===== src/hdl/bdq_pkg.sv =====
// Shared types, constants and the ring helper for the bounded deque.
`timescale 1ns / 1ps
package bdq_pkg;

  // Ring geometry
  localparam int DEPTH  = 64;
  localparam int ADDR_W = $clog2(DEPTH);
  localparam int CNT_W  = $clog2(DEPTH + 1);
  localparam int SUM_W  = CNT_W + 1;
  localparam int DATA_W = 32;

  // Request modes
  localparam logic [2:0] MODE_PUSH_FRONT = 3'd0;
  localparam logic [2:0] MODE_PUSH_BACK  = 3'd1;
  localparam logic [2:0] MODE_POP_FRONT  = 3'd2;
  localparam logic [2:0] MODE_POP_BACK   = 3'd3;
  localparam logic [2:0] MODE_DUMP       = 3'd4;

  // Response status codes
  localparam logic [1:0] ST_OK    = 2'd0;
  localparam logic [1:0] ST_EMPTY = 2'd1;
  localparam logic [1:0] ST_FULL  = 2'd2;

  typedef struct packed {
    logic [2:0]               mode;
    logic signed [DATA_W-1:0] value;
  } bdq_req_t;

  typedef struct packed {
    logic [1:0]               status;
    logic signed [DATA_W-1:0] item;
    logic                     last;
  } bdq_rsp_t;

  // Slot memory access from the sequencer
  typedef struct packed {
    logic              we;
    logic [ADDR_W-1:0] waddr;
    logic [DATA_W-1:0] wdata;
    logic              re;
    logic [ADDR_W-1:0] raddr;
  } bdq_ram_ctl_t;

  // Ring position base + offset, offset no larger than DEPTH
  function automatic logic [ADDR_W-1:0] ring_add(input logic [ADDR_W-1:0] base,
                                                 input logic [CNT_W-1:0]  offs);
    logic [SUM_W-1:0] sum;
    sum = SUM_W'(base) + SUM_W'(offs);
    if (sum >= SUM_W'(DEPTH)) begin
      sum = sum - SUM_W'(DEPTH);
    end
    return sum[ADDR_W-1:0];
  endfunction

endpackage


===== src/hdl/bounded_deque_core.sv =====
// Top level of the bounded deque: sequencer plus slot memory.
`timescale 1ns / 1ps
// Bounded double-ended queue of DEPTH (64) signed 32-bit values kept in a ring
// in one synchronous RAM. Each request pushes at the front or back, pops from
// the front or back, or dumps the contents front to back; unused mode codes
// are dropped without a response. A push answers ok or full. A pop answers
// with the removed value or empty status; the value goes from the registered
// RAM read through S_POP into the response register. A dump of N values
// streams one response per cycle through the single RAM read port while the
// output is not stalled, with last set on the final one; an empty dump answers
// once with empty status. Responses leave through one output register; a new
// request is taken only while the sequencer is idle and that register is
// empty or being read out, so a stalled response holds off the input. No
// clearing pass is needed after reset: only occupied slots are ever read.
module bounded_deque_core
  import bdq_pkg::*;
(
  input  logic     clk,
  input  logic     rst,
  input  bdq_req_t req,
  input  logic     req_valid,
  output logic     req_ready,
  output bdq_rsp_t rsp,
  output logic     rsp_valid,
  input  logic     rsp_ready
);

  bdq_ram_ctl_t      ram_ctl;
  logic [DATA_W-1:0] ram_rdata;

  bdq_seq u_seq (
    .clk       (clk),
    .rst       (rst),
    .req       (req),
    .req_valid (req_valid),
    .req_ready (req_ready),
    .rsp       (rsp),
    .rsp_valid (rsp_valid),
    .rsp_ready (rsp_ready),
    .ram_ctl   (ram_ctl),
    .ram_rdata (ram_rdata)
  );

  bdq_ram #(
    .WIDTH (DATA_W),
    .DEPTH (DEPTH)
  ) u_slots (
    .clk   (clk),
    .we    (ram_ctl.we),
    .waddr (ram_ctl.waddr),
    .wdata (ram_ctl.wdata),
    .re    (ram_ctl.re),
    .raddr (ram_ctl.raddr),
    .rdata (ram_rdata)
  );

endmodule


===== src/hdl/bdq_ram.sv =====
// Generic single-port-write, single-port-read RAM with registered read data.
`timescale 1ns / 1ps
module bdq_ram #(
  parameter int WIDTH = 32,
  parameter int DEPTH = 64
) (
  input  logic                     clk,
  input  logic                     we,
  input  logic [$clog2(DEPTH)-1:0] waddr,
  input  logic [WIDTH-1:0]         wdata,
  input  logic                     re,
  input  logic [$clog2(DEPTH)-1:0] raddr,
  output logic [WIDTH-1:0]         rdata
);

  logic [WIDTH-1:0] mem [DEPTH];

  // Write and read ports; read data holds while re is low
  always_ff @(posedge clk) begin
    if (we) begin
      mem[waddr] <= wdata;
    end
    if (re) begin
      rdata <= mem[raddr];
    end
  end

endmodule


===== src/hdl/bdq_seq.sv =====
// Sequencer: ring pointers, slot memory access and the response register.
`timescale 1ns / 1ps
module bdq_seq
  import bdq_pkg::*;
(
  input  logic              clk,
  input  logic              rst,
  input  bdq_req_t          req,
  input  logic              req_valid,
  output logic              req_ready,
  output bdq_rsp_t          rsp,
  output logic              rsp_valid,
  input  logic              rsp_ready,
  output bdq_ram_ctl_t      ram_ctl,
  input  logic [DATA_W-1:0] ram_rdata
);

  typedef enum logic [1:0] {
    S_IDLE,
    S_POP,
    S_DUMP
  } state_t;

  state_t            state;
  logic [ADDR_W-1:0] front;
  logic [CNT_W-1:0]  count;
  logic [ADDR_W-1:0] idx;

  logic              out_free;
  logic              accept;
  logic              is_full;
  logic              is_empty;
  logic              is_push;
  logic              is_read;
  logic              dump_last;
  logic              dump_step;
  logic [CNT_W-1:0]  idx_inc;
  logic [ADDR_W-1:0] front_dec;
  logic [ADDR_W-1:0] back_pos;
  logic [ADDR_W-1:0] tail_pos;
  logic [ADDR_W-1:0] dump_pos;

  // Decode the handshake and ring positions
  assign out_free  = !rsp_valid || rsp_ready;
  assign req_ready = (state == S_IDLE) && out_free;
  assign accept    = req_valid && req_ready;
  assign is_full   = (count == CNT_W'(DEPTH));
  assign is_empty  = (count == '0);
  assign is_push   = (req.mode == MODE_PUSH_FRONT) || (req.mode == MODE_PUSH_BACK);
  assign is_read   = (req.mode == MODE_POP_FRONT) || (req.mode == MODE_POP_BACK) ||
                     (req.mode == MODE_DUMP);
  assign idx_inc   = CNT_W'(idx) + CNT_W'(1);
  assign dump_last = (idx_inc == count);
  assign dump_step = (state == S_DUMP) && out_free;
  assign front_dec = (front == '0) ? ADDR_W'(DEPTH - 1) : front - ADDR_W'(1);
  assign back_pos  = ring_add(front, count);
  assign tail_pos  = ring_add(front, count - CNT_W'(1));
  assign dump_pos  = ring_add(front, idx_inc);

  // Drive the slot memory
  always_comb begin
    ram_ctl.we    = accept && is_push && !is_full;
    ram_ctl.waddr = (req.mode == MODE_PUSH_FRONT) ? front_dec : back_pos;
    ram_ctl.wdata = req.value;
    ram_ctl.re    = (accept && is_read && !is_empty) || (dump_step && !dump_last);
    if (state == S_DUMP) begin
      ram_ctl.raddr = dump_pos;
    end else if (req.mode == MODE_POP_BACK) begin
      ram_ctl.raddr = tail_pos;
    end else begin
      ram_ctl.raddr = front;
    end
  end

  // Hold state, pointers and the response register
  always_ff @(posedge clk) begin
    if (rst) begin
      state     <= S_IDLE;
      front     <= '0;
      count     <= '0;
      idx       <= '0;
      rsp_valid <= 1'b0;
    end else begin
      if (rsp_ready) begin
        rsp_valid <= 1'b0;
      end
      unique case (state)
        S_IDLE: begin
          if (accept) begin
            unique case (req.mode)
              MODE_PUSH_FRONT, MODE_PUSH_BACK: begin
                rsp_valid  <= 1'b1;
                rsp.item   <= '0;
                rsp.last   <= 1'b1;
                if (is_full) begin
                  rsp.status <= ST_FULL;
                end else begin
                  rsp.status <= ST_OK;
                  count      <= count + CNT_W'(1);
                  if (req.mode == MODE_PUSH_FRONT) begin
                    front <= front_dec;
                  end
                end
              end
              MODE_POP_FRONT, MODE_POP_BACK: begin
                if (is_empty) begin
                  rsp_valid  <= 1'b1;
                  rsp.status <= ST_EMPTY;
                  rsp.item   <= '0;
                  rsp.last   <= 1'b1;
                end else begin
                  count <= count - CNT_W'(1);
                  if (req.mode == MODE_POP_FRONT) begin
                    front <= ring_add(front, CNT_W'(1));
                  end
                  state <= S_POP;
                end
              end
              MODE_DUMP: begin
                if (is_empty) begin
                  rsp_valid  <= 1'b1;
                  rsp.status <= ST_EMPTY;
                  rsp.item   <= '0;
                  rsp.last   <= 1'b1;
                end else begin
                  idx   <= '0;
                  state <= S_DUMP;
                end
              end
              default: begin
                // drop unused modes
              end
            endcase
          end
        end
        S_POP: begin
          // register was emptied at accept time
          rsp_valid  <= 1'b1;
          rsp.status <= ST_OK;
          rsp.item   <= ram_rdata;
          rsp.last   <= 1'b1;
          state      <= S_IDLE;
        end
        S_DUMP: begin
          if (out_free) begin
            rsp_valid  <= 1'b1;
            rsp.status <= ST_OK;
            rsp.item   <= ram_rdata;
            rsp.last   <= dump_last;
            if (dump_last) begin
              state <= S_IDLE;
            end else begin
              idx <= idx_inc[ADDR_W-1:0];
            end
          end
        end
        default: begin
          state <= S_IDLE;
        end
      endcase
    end
  end

endmodule

===== config.mk =====
export PLATFORM = sky130hd
export DESIGN_NAME = bounded_deque_core
export DESIGN_NICKNAME = d
export VERILOG_FILES = /design/src/hdl/bdq_pkg.sv /design/src/hdl/bounded_deque_core.sv /design/src/hdl/bdq_ram.sv /design/src/hdl/bdq_seq.sv
export SDC_FILE = /design/constraint.sdc
export NUM_CORES = 2
export LEC_CHECK = 0
export BUFFER_PORTS_ARGS = -buffer_cell sky130_fd_sc_hd__buf_2
export CAP_MARGIN = 20
export CORE_MARGIN = 10
export CORE_UTILIZATION = 57
export DETAILED_ROUTE_END_ITERATION = 7
export GPL_TIMING_DRIVEN = 0
export PLACE_DENSITY = 0.79
export SETUP_SLACK_MARGIN = 0.3
export SLEW_MARGIN = 5
export SYNTH_ARGS = -nofsm -noshare
export SYNTH_HDL_FRONTEND = slang
export SYNTH_HIERARCHICAL = 1
export SYNTH_SLANG_ARGS = --single-unit

===== constraint.sdc =====
create_clock -name clk -period 5.17 [get_ports clk]
set_input_delay 0.7755 -clock clk [delete_from_list [all_inputs] [get_ports clk]]
set_output_delay 0.7755 -clock clk [all_outputs]
set_load 0.1 [all_outputs]

**Word level (Yosys, flattened, before mapping)**

Memory sizes are Yosys's and may differ from the RTL's. A register that Yosys moved wholly into a read port is not among the register bits.
Index checks and enable logic that the tools add are counted.

- Mux-type cells: 43
- $add $sub $neg: 12
- Bitwise gates (word level): 1
- Reductions and logical operators: 32
- Order comparisons: 4
- Eq/ne operators: 23

Operator list:

| cell | number |
|---|---|
| 2-to-1 mux 35 bit | 3 |
| one-hot mux 35 bit (3 select lines) | 1 |
| 2-to-1 mux 6 bit | 17 |
| one-hot mux 35 bit (2 select lines) | 1 |
| subtractor 6 x 1 -> 6 bit (second input constant) | 5 |
| adder 6 x 7 -> 8 bit | 3 |
| >= comparator 8 x 7 -> 1 bit (second input constant) | 3 |
| one-hot mux 6 bit (2 select lines) | 2 |
| AND reduction 6 bit | 3 |
| adder 6 x 1 -> 7 bit (second input constant) | 2 |
| 2-to-1 mux 7 bit | 2 |
| one-hot mux 7 bit (2 select lines) | 1 |
| 2-to-1 mux 2 bit | 6 |
| != test 3 bit (second input constant) | 4 |
| != test 2 x 1 -> 1 bit (second input constant) | 5 |
| != test 2 bit (second input constant) | 5 |
| logical AND 1 bit | 8 |
| one-hot mux 2 bit (2 select lines) | 2 |
| adder 7 x 1 -> 7 bit (second input constant) | 1 |
| == test 7 bit | 1 |
| == test 7 bit (second input constant) | 1 |
| >= comparator 7 bit (second input constant) | 1 |
| zero test 7 bit | 1 |
| AND reduction 7 bit | 1 |
| other kinds (21) | 36 |

- Memories: 1
- Flip-flop bits (word level): 57
- Memory bits (writable): 2048
- Logic and storage cells: 124

Memory list:

| name | words | width | read ports | clocked after memory_dff | wr ports | line | text |
|---|---|---|---|---|---|---|---|
| u_slots.mem | 64 | 32 | 1 | 1 | 1 | bdq_ram.sv:16 | `logic [WIDTH-1:0] mem [DEPTH];` |

**Longest topological paths before layout**

- Depth in word-level cells: 8
- Mapped depth: 18
- Depth with buffers taken out: 15

**Hierarchy**

Netlist, hierarchy kept.

By module, submodules not included:

| module | instances | seq. area each (µm²) | area an instance (µm²) | cells an instance |
|---|---|---|---|---|
| bdq_ram | 1 | 62459.9 | 79211.0 | 3572 |
| bdq_seq | 1 | 1491.4 | 4257.8 | 475 |

**Worst setup path after synthesis**

Ideal clock, no wire load.

- Path type: input to register
- Start point: input req[33] in the netlist's numbering
- End point: memory u_slots.mem[44][0] (enable)
- Arrival time: 4.643 ns
- Setup slack: 0.066 ns
- Path buffers: 2
- Cell stages on the path: 6
- Required time: 4.709 ns
- Library setup time: 0.461 ns
- Cells stage by stage: clkbuf_1 nor3_1 mux2i_1 clkbuf_1 nand4b_1 nor3_1

RTL lines:

| item | line | text |
|---|---|---|
| start, declared | bounded_deque_core.sv:20 | `input bdq_req_t req,` |
| end, declared | bdq_ram.sv:16 |  |

==> flow_summary_export.csv <==
group,metric,value,unit
layout,syn2layout_area_growth,15.2,%
worst_setup_path,start_kind,"flip-flop",
pwr,intPower,29.6,mW
worst_setup_path,slowest_stage,"nor2_1",
cts,clock_path_buffers,3,
cts,insertion_delay,0.87,ns
worst_setup_path,critPathLaunch,"u_seq/count[1]",
logic_synthesis,syn-cell-area,83500,um^2
sta,fin_worst_skew,0.0495,ns
global_route,grtUsageTotal,31.1,%
worst_setup_path,cp.depth,17,
hold_path,hold_start,"rsp_ready",
worst_setup_path,r2r_start,"u_seq/count[1]",
pwr,powerDensity,428,nW/um^2
worst_setup_path,path_cells,"clkbuf_2, inv_1, ha_1, xor2_1, ha_1, a21o_1, a21oi_1, xnor2_1, mux2i_1, o21ai_2, buf_4, clkbuf_2, clkbuf_2, o221ai_1, nor2_1, a31oi_4, nor2_1",
logic_synthesis,ys_seq_elements,2137,
run_status,violations,"design-rule violations",
pwr,p_comb_share,18.0,%
pwr,p_clk_share,35.1,%
cts,h-tree-depth,4,
layout,multi_input_area,18700,um^2
cts,numCtsBuffers,196,
floorplanning,fp.dieArea,162000,um^2
sta,setup_viol,0,
global_route,grt_antenna_before_repair,16,
run_status,outcome,"finished with violations",
floorplanning,die_w,403,um
logic_synthesis,syn_inst,4047,
drt,drt-total-wl,266000,um
layout,instances_no_fill,6546,
worst_setup_path,path_buf_inv,5,
logic_synthesis,ys_dominant_reg_cell,"edfxtp_1",
worst_setup_path,crit_required,5.87,ns
hold_path,hp-class,"input port to flip-flop",
run,cap_violations,0,
sta,hold_viol,0,
place,hpwl,159000,um
logic_synthesis,syn-num-nets,4116,
logic_synthesis,yosysTopAreaCellShare,76.1,%
pwr,p_switching,11.5,mW
sta,tightest_slew,1.13,ns
sta,whs,0.380,ns
logic_synthesis,synth_edf_count,2115,
logic_synthesis,syn_avg_cell_area,20.6,um^2
logic_synthesis,synthTopCellsByArea,"edfxtp_1 (76%), mux4_2 (12%), mux2i_1 (1.6%)",
worst_setup_path,cp_top_family,"buffers and inverters",
worst_setup_path,reg2reg_to,"u_slots/rdata[12]",
drt,drc,1,
floorplanning,ios,76,
global_route,grt_pass1_vias,46000,
pwr,sequentialPowerShare,46.9,%
place,place_inst,6118,
floorplanning,start_util,57.3,%
floorplanning,dieHeight,403,um
cts,cts-root-buf,"clkbuf_16",
drt,first_iter_violations,9428,
drt,vias,48400,
logic_synthesis,ys_warn_count,6,
cts,clock_sinks,2137,
pwr,switching_share,28.0,%
pwr,ir_worst_vdd,0.423,mV
layout,drive_gt1_share,27.7,%
worst_setup_path,r2r_cells,17,
drt,ant_nets,0,
drt,wl_per_cell,40.7,um
worst_setup_path,max_stage_delay,0.87,ns
worst_setup_path,reg2reg_slack,0.12,ns
floorplanning,core,146000,um^2
place,place_congestion,0.962,
sta,fin_crit_sh,97.7,%
hold_path,hold_path_end,"u_seq/rsp_valid",
sta,finalSetupTns,0,ns
hold_path,holdPathStages,3,
worst_setup_path,worst_setup_path_end_kind,"flip-flop",
global_route,grt_max_degree,65,
logic_synthesis,ys_async_sr_fraction,0,%
drt,firstDrtPassIters,8,
layout,regArea,64000,um^2
logic_synthesis,synth_cell_types,71,
logic_synthesis,yosys.area.top_type,"edfxtp_1",
cts,path_clk_slew,0.06,ns
worst_setup_path,crit_fanout,10,
cts,cts_tree,"yes",
worst_setup_path,arrival,5.75,ns
sta,drv_slew,0,
layout,fin_nets,4529,
drt,post_drt_via_cell_ratio,7.39,
logic_synthesis,synth_seq_area_share,76.6,%
worst_setup_path,criticalPathCategory,"flip-flop to flip-flop",
worst_setup_path,cpMostUsedCell,"clkbuf_2",
sta,rsz0062_at_grt,"true",
global_route,overflow,0,
place,place.port_buffers,41,
sta,clock.fmax,0.198,GHz
sta,max-slew-margin-rel,24.9,%
pwr,p_leak,29.8,nW
global_route,grt_pass1_wl,354000,um
layout,fillers,8609,
floorplanning,rows,140,
cts,ctsHoldBuffers,0,
sta,finalCriticalPeriod,5.05,ns
-- cell usage in the layout, fill, tap and decap left out, drive strengths merged, types with 18 or more instances in the layout --
| master | Yosys | routed |
|---|---|---|
| mux2i | 134 | 134 |
| buf | 146 | 353 |
| a22oi | 76 | 76 |
| dfxtp | 22 | 22 |
| nand4 | 48 | 48 |
| and3 | 18 | 18 |
| nand2b | 20 | 20 |
| o21ai | 63 | 63 |
| nor2 | 122 | 124 |
| a31oi | 22 | 22 |
| ha | 27 | 27 |
| xnor2 | 21 | 21 |
| mux2 | 20 | 20 |
| nand2 | 123 | 123 |
| o221ai | 44 | 44 |
| nor3 | 22 | 22 |
| a211oi | 27 | 27 |
| nor2b | 35 | 35 |
| o22ai | 70 | 70 |
| clkbuf | 124 | 381 |
| nand3 | 83 | 83 |
| a21oi | 30 | 30 |
| clkinv | 0 | 70 |
| and2 | 48 | 48 |
| mux4 | 446 | 446 |
| inv | 20 | 31 |
| edfxtp | 2115 | 2115 |
-- kinds of logic (layout without fill, tap and decap cells) --
group / after synthesis / count (layout) / share of synthesized area, %
flops: 2137 / 2137 / 76.6
mux: 600 / 600 / 13.9
simple gates: 561 / 563 / 3.44
compound gates: 392 / 392 / 3.25
buf+inv: 290 / 859 / 1.92
xor+xnor: 37 / 37 / 0.388
fa+ha+maj: 30 / 30 / 0.477
other cells: 0 / 11 / 0
-- synthesized netlist by cell type, types with 14 or more instances --
cell type,n
nand4_1,48
and3_1,18
ha_1,27
buf_1,14
mux2i_1,134
buf_6,19
nand3_1,82
mux2_2,20
a211oi_1,27
a31oi_1,22
nand2b_1,20
o221ai_1,44
inv_1,19
nor2_1,122
clkbuf_1,124
and2_1,48
xnor2_1,21
nand2_1,123
o21ai_0,60
nor2b_1,35
xor2_1,16
buf_2,44
buf_4,63
nor3_1,21
a22oi_1,76
edfxtp_1,2115
o22ai_1,70
mux4_2,446
dfxtp_1,22
a21oi_1,29
-- how the worst max path moves through the flow --
stage	to	slack, ns
after floorplan	u_slots/mem[42][0]	0.07
after global placement	u_slots/mem[58][22]	-4.48
after detailed placement	u_slots/rdata[30]	-0.82
after CTS	u_slots/rdata[30]	0.16
after global routing	u_slots/rdata[30]	0.09
final	u_slots/rdata[12]	0.12
-- per-stage QoR --
stage	setup slack [ns]	area [um^2]	power (mW)	utilization (%)
floorplan	0.0656	83500	23.8	-
global placement	-4.48	86100	26.1	59.1
detailed placement	-0.817	88600	26.3	60.9
CTS	0.161	95400	40.6	65.5
global route	0.0887	96100	41.8	66.0
finish	0.120	96200	41.2	66.1
-- routing by layer --
layer	wire, um	GRT usage (%)	vias to the layer above
met5	165	0	-
met4	22200	18.5	14
met3	45800	11.9	1246
met2	117000	46.0	5275
met1	81400	39.3	24200
li1	-	-	17600
-- worst min-delay path: stages --
cell	delay [ns]
buf_2	0.08
nand2b_1	0.18
a221oi_1	0.11
-- what timing repair did --
action                                  CTS  global route
pin swaps                                 7            16
endpoints found under the setup margin  303           498
gates cloned                              0             2
endpoints found under the hold margin     0             0
setup buffers                            18            41
gates resized for setup                 119           105
-- final cells by class --
| type | count | share of cell area, % |
|---|---|---|
| Antenna cell | 11 | 0.0286 |
| Buffer | 270 | 1.80 |
| Inverter | 20 | 0.0781 |
| Clock buffer | 253 | 5.41 |
| Sequential cell | 2137 | 66.5 |
| Timing Repair Buffer | 213 | 3.11 |
| Multi-Input combinational cell | 1622 | 19.5 |
| Tap cell | 1917 | 2.49 |
| Clock inverter | 103 | 1.10 |
-- power groups by stage --
stage | logic, mW | registers, mW | clock network [mW]
6_report | 7.41 | 19.3 | 14.4
5_1_grt | 7.43 | 19.3 | 15.1
4_1_cts | 6.86 | 19.3 | 14.4
3_5_place_dp | 6.62 | 19.7 | 0
3_3_place_gp | 6.36 | 19.7 | 0
2_1_floorplan | 3.75 | 20.0 | 0
-- flip-flops by register name, indices dropped and copies added, names as in the netlist --
register / cells
u_seq/count: 7
u_seq/front: 6
u_seq/idx: 6
u_seq/rsp: 35
u_seq/rsp_valid: 1
u_seq/state: 2
u_slots/mem: 2048
u_slots/rdata: 32
Power figures use the tool's default switching activity.
